===== src/design/sam_ram.sv =====
module sam_ram #(
    parameter int W = 8,
    parameter int D = 256
) (
    input  logic                 i_clk,
    input  logic                 i_we,
    input  logic [$clog2(D)-1:0] i_waddr,
    input  logic [W-1:0]         i_wdata,
    input  logic [$clog2(D)-1:0] i_raddr,
    output logic [W-1:0]         o_rdata
);
    logic [W-1:0] mem [D];
    logic [W-1:0] r_rdata;

    // write and registered read
    always_ff @(posedge i_clk) begin
        if (i_we) begin
            mem[i_waddr] <= i_wdata;
        end
        r_rdata <= mem[i_raddr];
    end

    assign o_rdata = r_rdata;
endmodule


===== config.mk =====
export PLATFORM = sky130hd
export DESIGN_NAME = sam_ram
export DESIGN_NICKNAME = d
export VERILOG_FILES = /design/src/design/sam_ram.sv
export SDC_FILE = /design/constraint.sdc
export NUM_CORES = 2
export LEC_CHECK = 0
export BUFFER_PORTS_ARGS = -buffer_cell sky130_fd_sc_hd__buf_2
export CORE_ASPECT_RATIO = 0.75
export CORE_MARGIN = 10
export CORE_UTILIZATION = 40
export CTS_CLUSTER_DIAMETER = 80
export DETAILED_ROUTE_END_ITERATION = 10
export PLACE_DENSITY_LB_ADDON = 0.12
export RECOVER_POWER = 100
export SLEW_MARGIN = 10
export SYNTH_ARGS = -nofsm -noshare
export SYNTH_HDL_FRONTEND = slang
export SYNTH_SLANG_ARGS = --single-unit

===== constraint.sdc =====
create_clock -name i_clk -period 2.8 [get_ports i_clk]
set_input_delay 0.56 -clock i_clk [delete_from_list [all_inputs] [get_ports i_clk]]
set_output_delay 0.56 -clock i_clk [all_outputs]
set_load 0.05 [all_outputs]

==> flow_summary.yaml <==
outcome:
  status: "complete, but fails checks"
  violations: "capacitance limit, slew limit"
route:
  ant_nets: 0
  routed_wl_mm: 221
  dr.pass1.iters: 5
  dr.first_iter.drc_count: 4732
  via_count: 40800
  drt-vias-per-instance: 5.62
  avgRoutedWirePerCell_um: 30.5
  route.detailed.drc: 0
timing:
  worstMarginPinSlew_ns: 2.32
  finClkSkew_ns: 0.0281
  hold_viol_final: 0
  slew_headroom_pct: -54.8
  slew_viol_final: 474
  hold_ws_ns: 0.555
  setup_violations: 0
  finalCriticalPeriod_ns: 2.78
  max_freq_mhz: 360
  finalCritPeriodShare_pct: 99.3
power_and_ir_drop:
  seq_power_share_pct: 53.7
  fin_total_pwr_w: 0.0633
  clkPwrFrac_pct: 40.5
  sw_frac_of_total_pct: 22.0
  p_comb_share_pct: 5.8
  p_switching_w: 0.0139
  p_per_area_mw_per_mm2: 682
  p_int_w: 0.0494
  leakage_nw: 29.0
  ir_drop_uv: 639
synthesis:
  ys_async_sr_fraction_pct: 0
  synth.avg_cell_area_sq_um: 21.3
  synth.most_common_cell: "edfxtp_1"
  syn_nets: 3759
  ys_types: 55
  yosysTopAreaCell: "edfxtp_1"
  ys_seq_area_share_pct: 77.5
  synth_area_leaders: "edfxtp_1 77%, mux4_2 13%, mux2i_1 1.7%, nor2_1 1.3%, a22oi_1 1.3%"
  netlist.area_leader.share_pct: 77.3
  syn_area_sq_mm: 0.0796
  yosys_most_used_dff: "edfxtp_1"
  postSynthCellCount: 3733
  synth_edf_count: 2048
  ys_seq_elements: 2056
  ys_top_cells_by_count: "2,048 x edfxtp_1, 454 x mux4_2, 282 x nor2_1"
  yosysWarnings: 0
grt:
  use_met3_pct: 3.81
  overflow: 0
  grt_pass1_wl_mm: 316
  grtUsageMet1_pct: 31.0
  grt_pass1_vias: 41100
  grt_usage_pct: 20.2
  busiest_layer: "met1"
  antenna_found_initial: 12
  grt_max_degree: 97
  met2_usage_pct: 30.2
floorplan:
  die_h_um: 406
  floorplan.rows: 141
  die_w_um: 535
  start_util_pct: 40.3
  die_area_sq_mm: 0.217
  coreArea_sq_mm: 0.197
  ios: 34
run:
  maxCapViolations: 7
setup_path:
  worst_setup_path_start_kind: "input port"
  timing.reg2reg.setup_slack_ns: 0.19
  worst_ep_arrival_time_ns: 3.53
  max_stage_delay_ns: 1.03
  crit_type: "input port to register"
  endpoint_kind: "register"
  required_ns: 3.55
  crit_path_cell_trace: "buf_8 -> buf_4 -> buf_12 -> buf_12 -> mux4_2 -> o22a_1 -> o21ai_0 -> a2111oi_0 -> nor3_1 -> buf_4 -> nor4_2"
  crit_slowest_cell: "a2111oi_0"
  worstPathMaxFanout: 16
clock_tree:
  cts_resized: 5
  cts_tree: "done"
  htreeDepth: 4
  cts_buffers: 198
  cts_setup_buffers: 0
  cts_buffer_depth: 3
  cts-root-buf: "clkbuf_16"
  insertion_delay_ns: 0.84
  cts_hold_buf: 0
  clk_pin_slew_ns: 0.07
  numClockSinks: 2056
place:
  place_hpwl_mm: 146
  dp_cells: 6887
  port_buffers: 33
  gp_congestion: 0.829
layout:
  fin_cells: 7255
  multi_input_area_sq_mm: 0.0166
  fin_util_pct: 47.0
  final_nets: 4468
  layout.area.seq_sq_mm: 0.0617
  fillers: 16600
  drive_above_1_share_pct: 25.7
  syn2layout_area_growth_pct: 16.7
hold_path:
  hp-class: "input port to register"
routing by layer:
layer | vias to the layer above | part of all wire (%)
met4 | 8 | 1.9
met1 | 22000 | 46
met5 | - | 0.022
met3 | 274 | 6.9
li1 | 17100 | -
met2 | 1407 | 45
sequential cells by signal, summed over array words and instances (netlist names):
name,flops
mem,2048
o_rdata,8
logic make-up (layout without fill, tap and decap cells):
| kind of cell | after synthesis | count (layout) | share of synthesized area [%] |
|---|---|---|---|
| other | 0 | 3 | 0 |
| flip-flops | 2056 | 2056 | 77.5 |
| multiplexers | 591 | 591 | 14.6 |
| AND/OR/NAND/NOR | 466 | 466 | 2.63 |
| AO/OA/AOI/OAI | 385 | 385 | 3.42 |
| buffers and inverters | 235 | 1109 | 1.83 |
worst max-delay path: cells and delay by family:
kind            cells  cell delay [ns]
buf+inv             5             0.86
mux                 1             0.36
compound gates      3             1.29
simple gates        2             0.41
area by class of cell:
class	count	share of cell area, %
tap	2645	3.56
multi-input combinational	1442	17.9
inverter	2	0.00809
sequential	2056	66.4
clock buffer	257	5.60
antenna	3	0.00809
timing repair buffer	742	5.54
clock inverter	108	0.958
stage by stage:
| stage | setup slack, ns | instance area (sq um) | TNS [ns] |
|---|---|---|---|
| 2_1_floorplan | 0.302 | 79600 | 0 |
| 3_3_place_gp | -1.69 | 88200 | -9.96 |
| 3_5_place_dp | -1.23 | 88300 | -6.17 |
| 4_1_cts | 0.0234 | 94400 | 0 |
| 5_1_grt | -0.00443 | 92800 | -0.0169 |
| 6_report | 0.0188 | 92800 | 0 |
power by group through the flow:
stage / registers (W) / logic [W] / clock network (W)
6_report: 0.0340 / 0.00366 / 0.0256
5_1_grt: 0.0340 / 0.00388 / 0.0275
4_1_cts: 0.0340 / 0.00380 / 0.0262
3_5_place_dp: 0.0347 / 0.00379 / 0
3_3_place_gp: 0.0347 / 0.00377 / 0
2_1_floorplan: 0.0347 / 0.00165 / 0
worst paths after layout:
kind | startpoint | to | depth (start not counted)
hold / removal | i_waddr[6] | mem[236][3]$_DFFE_PP_ | 4
setup / recovery | i_raddr[0] | o_rdata[2]$_DFF_P_ | 11
setup reg to reg | mem[136][2]$_DFFE_PP_ | o_rdata[2]$_DFF_P_ | 7
hold reg to reg | mem[41][3]$_DFFE_PP_ | o_rdata[3]$_DFF_P_ | 7
layout by cell type (no fill, tap or decap), types with 4 or more instances in the layout:
cell type / netlist / final
clkinv_2: 0 / 33
edfxtp_1: 2048 / 2048
a21oi_1: 96 / 96
a22oi_1: 133 / 133
o32ai_1: 4 / 4
mux2i_1: 134 / 134
inv_6: 0 / 5
o21ai_0: 10 / 10
nor3_1: 22 / 16
o22ai_1: 28 / 28
o211ai_1: 10 / 10
a221oi_1: 13 / 13
nor2_1: 282 / 279
or2_2: 4 / 4
dfxtp_1: 8 / 8
clkbuf_2: 0 / 46
clkinv_8: 0 / 6
nand2b_1: 8 / 8
mux4_2: 454 / 454
buf_2: 31 / 10
nor4_2: 3 / 11
nor2b_1: 31 / 28
buf_12: 8 / 69
a22o_1: 8 / 8
bufinv_16: 0 / 10
clkbuf_16: 0 / 199
nand3_1: 34 / 30
nand3_2: 0 / 4
nor3_2: 0 / 4
clkinv_1: 1 / 47
and2_1: 6 / 4
a211oi_1: 16 / 14
nand4_1: 10 / 10
nor4_1: 24 / 16
clkbuf_4: 0 / 9
clkbuf_1: 111 / 371
nand2_1: 33 / 33
o22a_1: 5 / 5
o221ai_1: 46 / 46
buf_4: 27 / 290
Note: power is estimated with default switching activity, not from simulation.
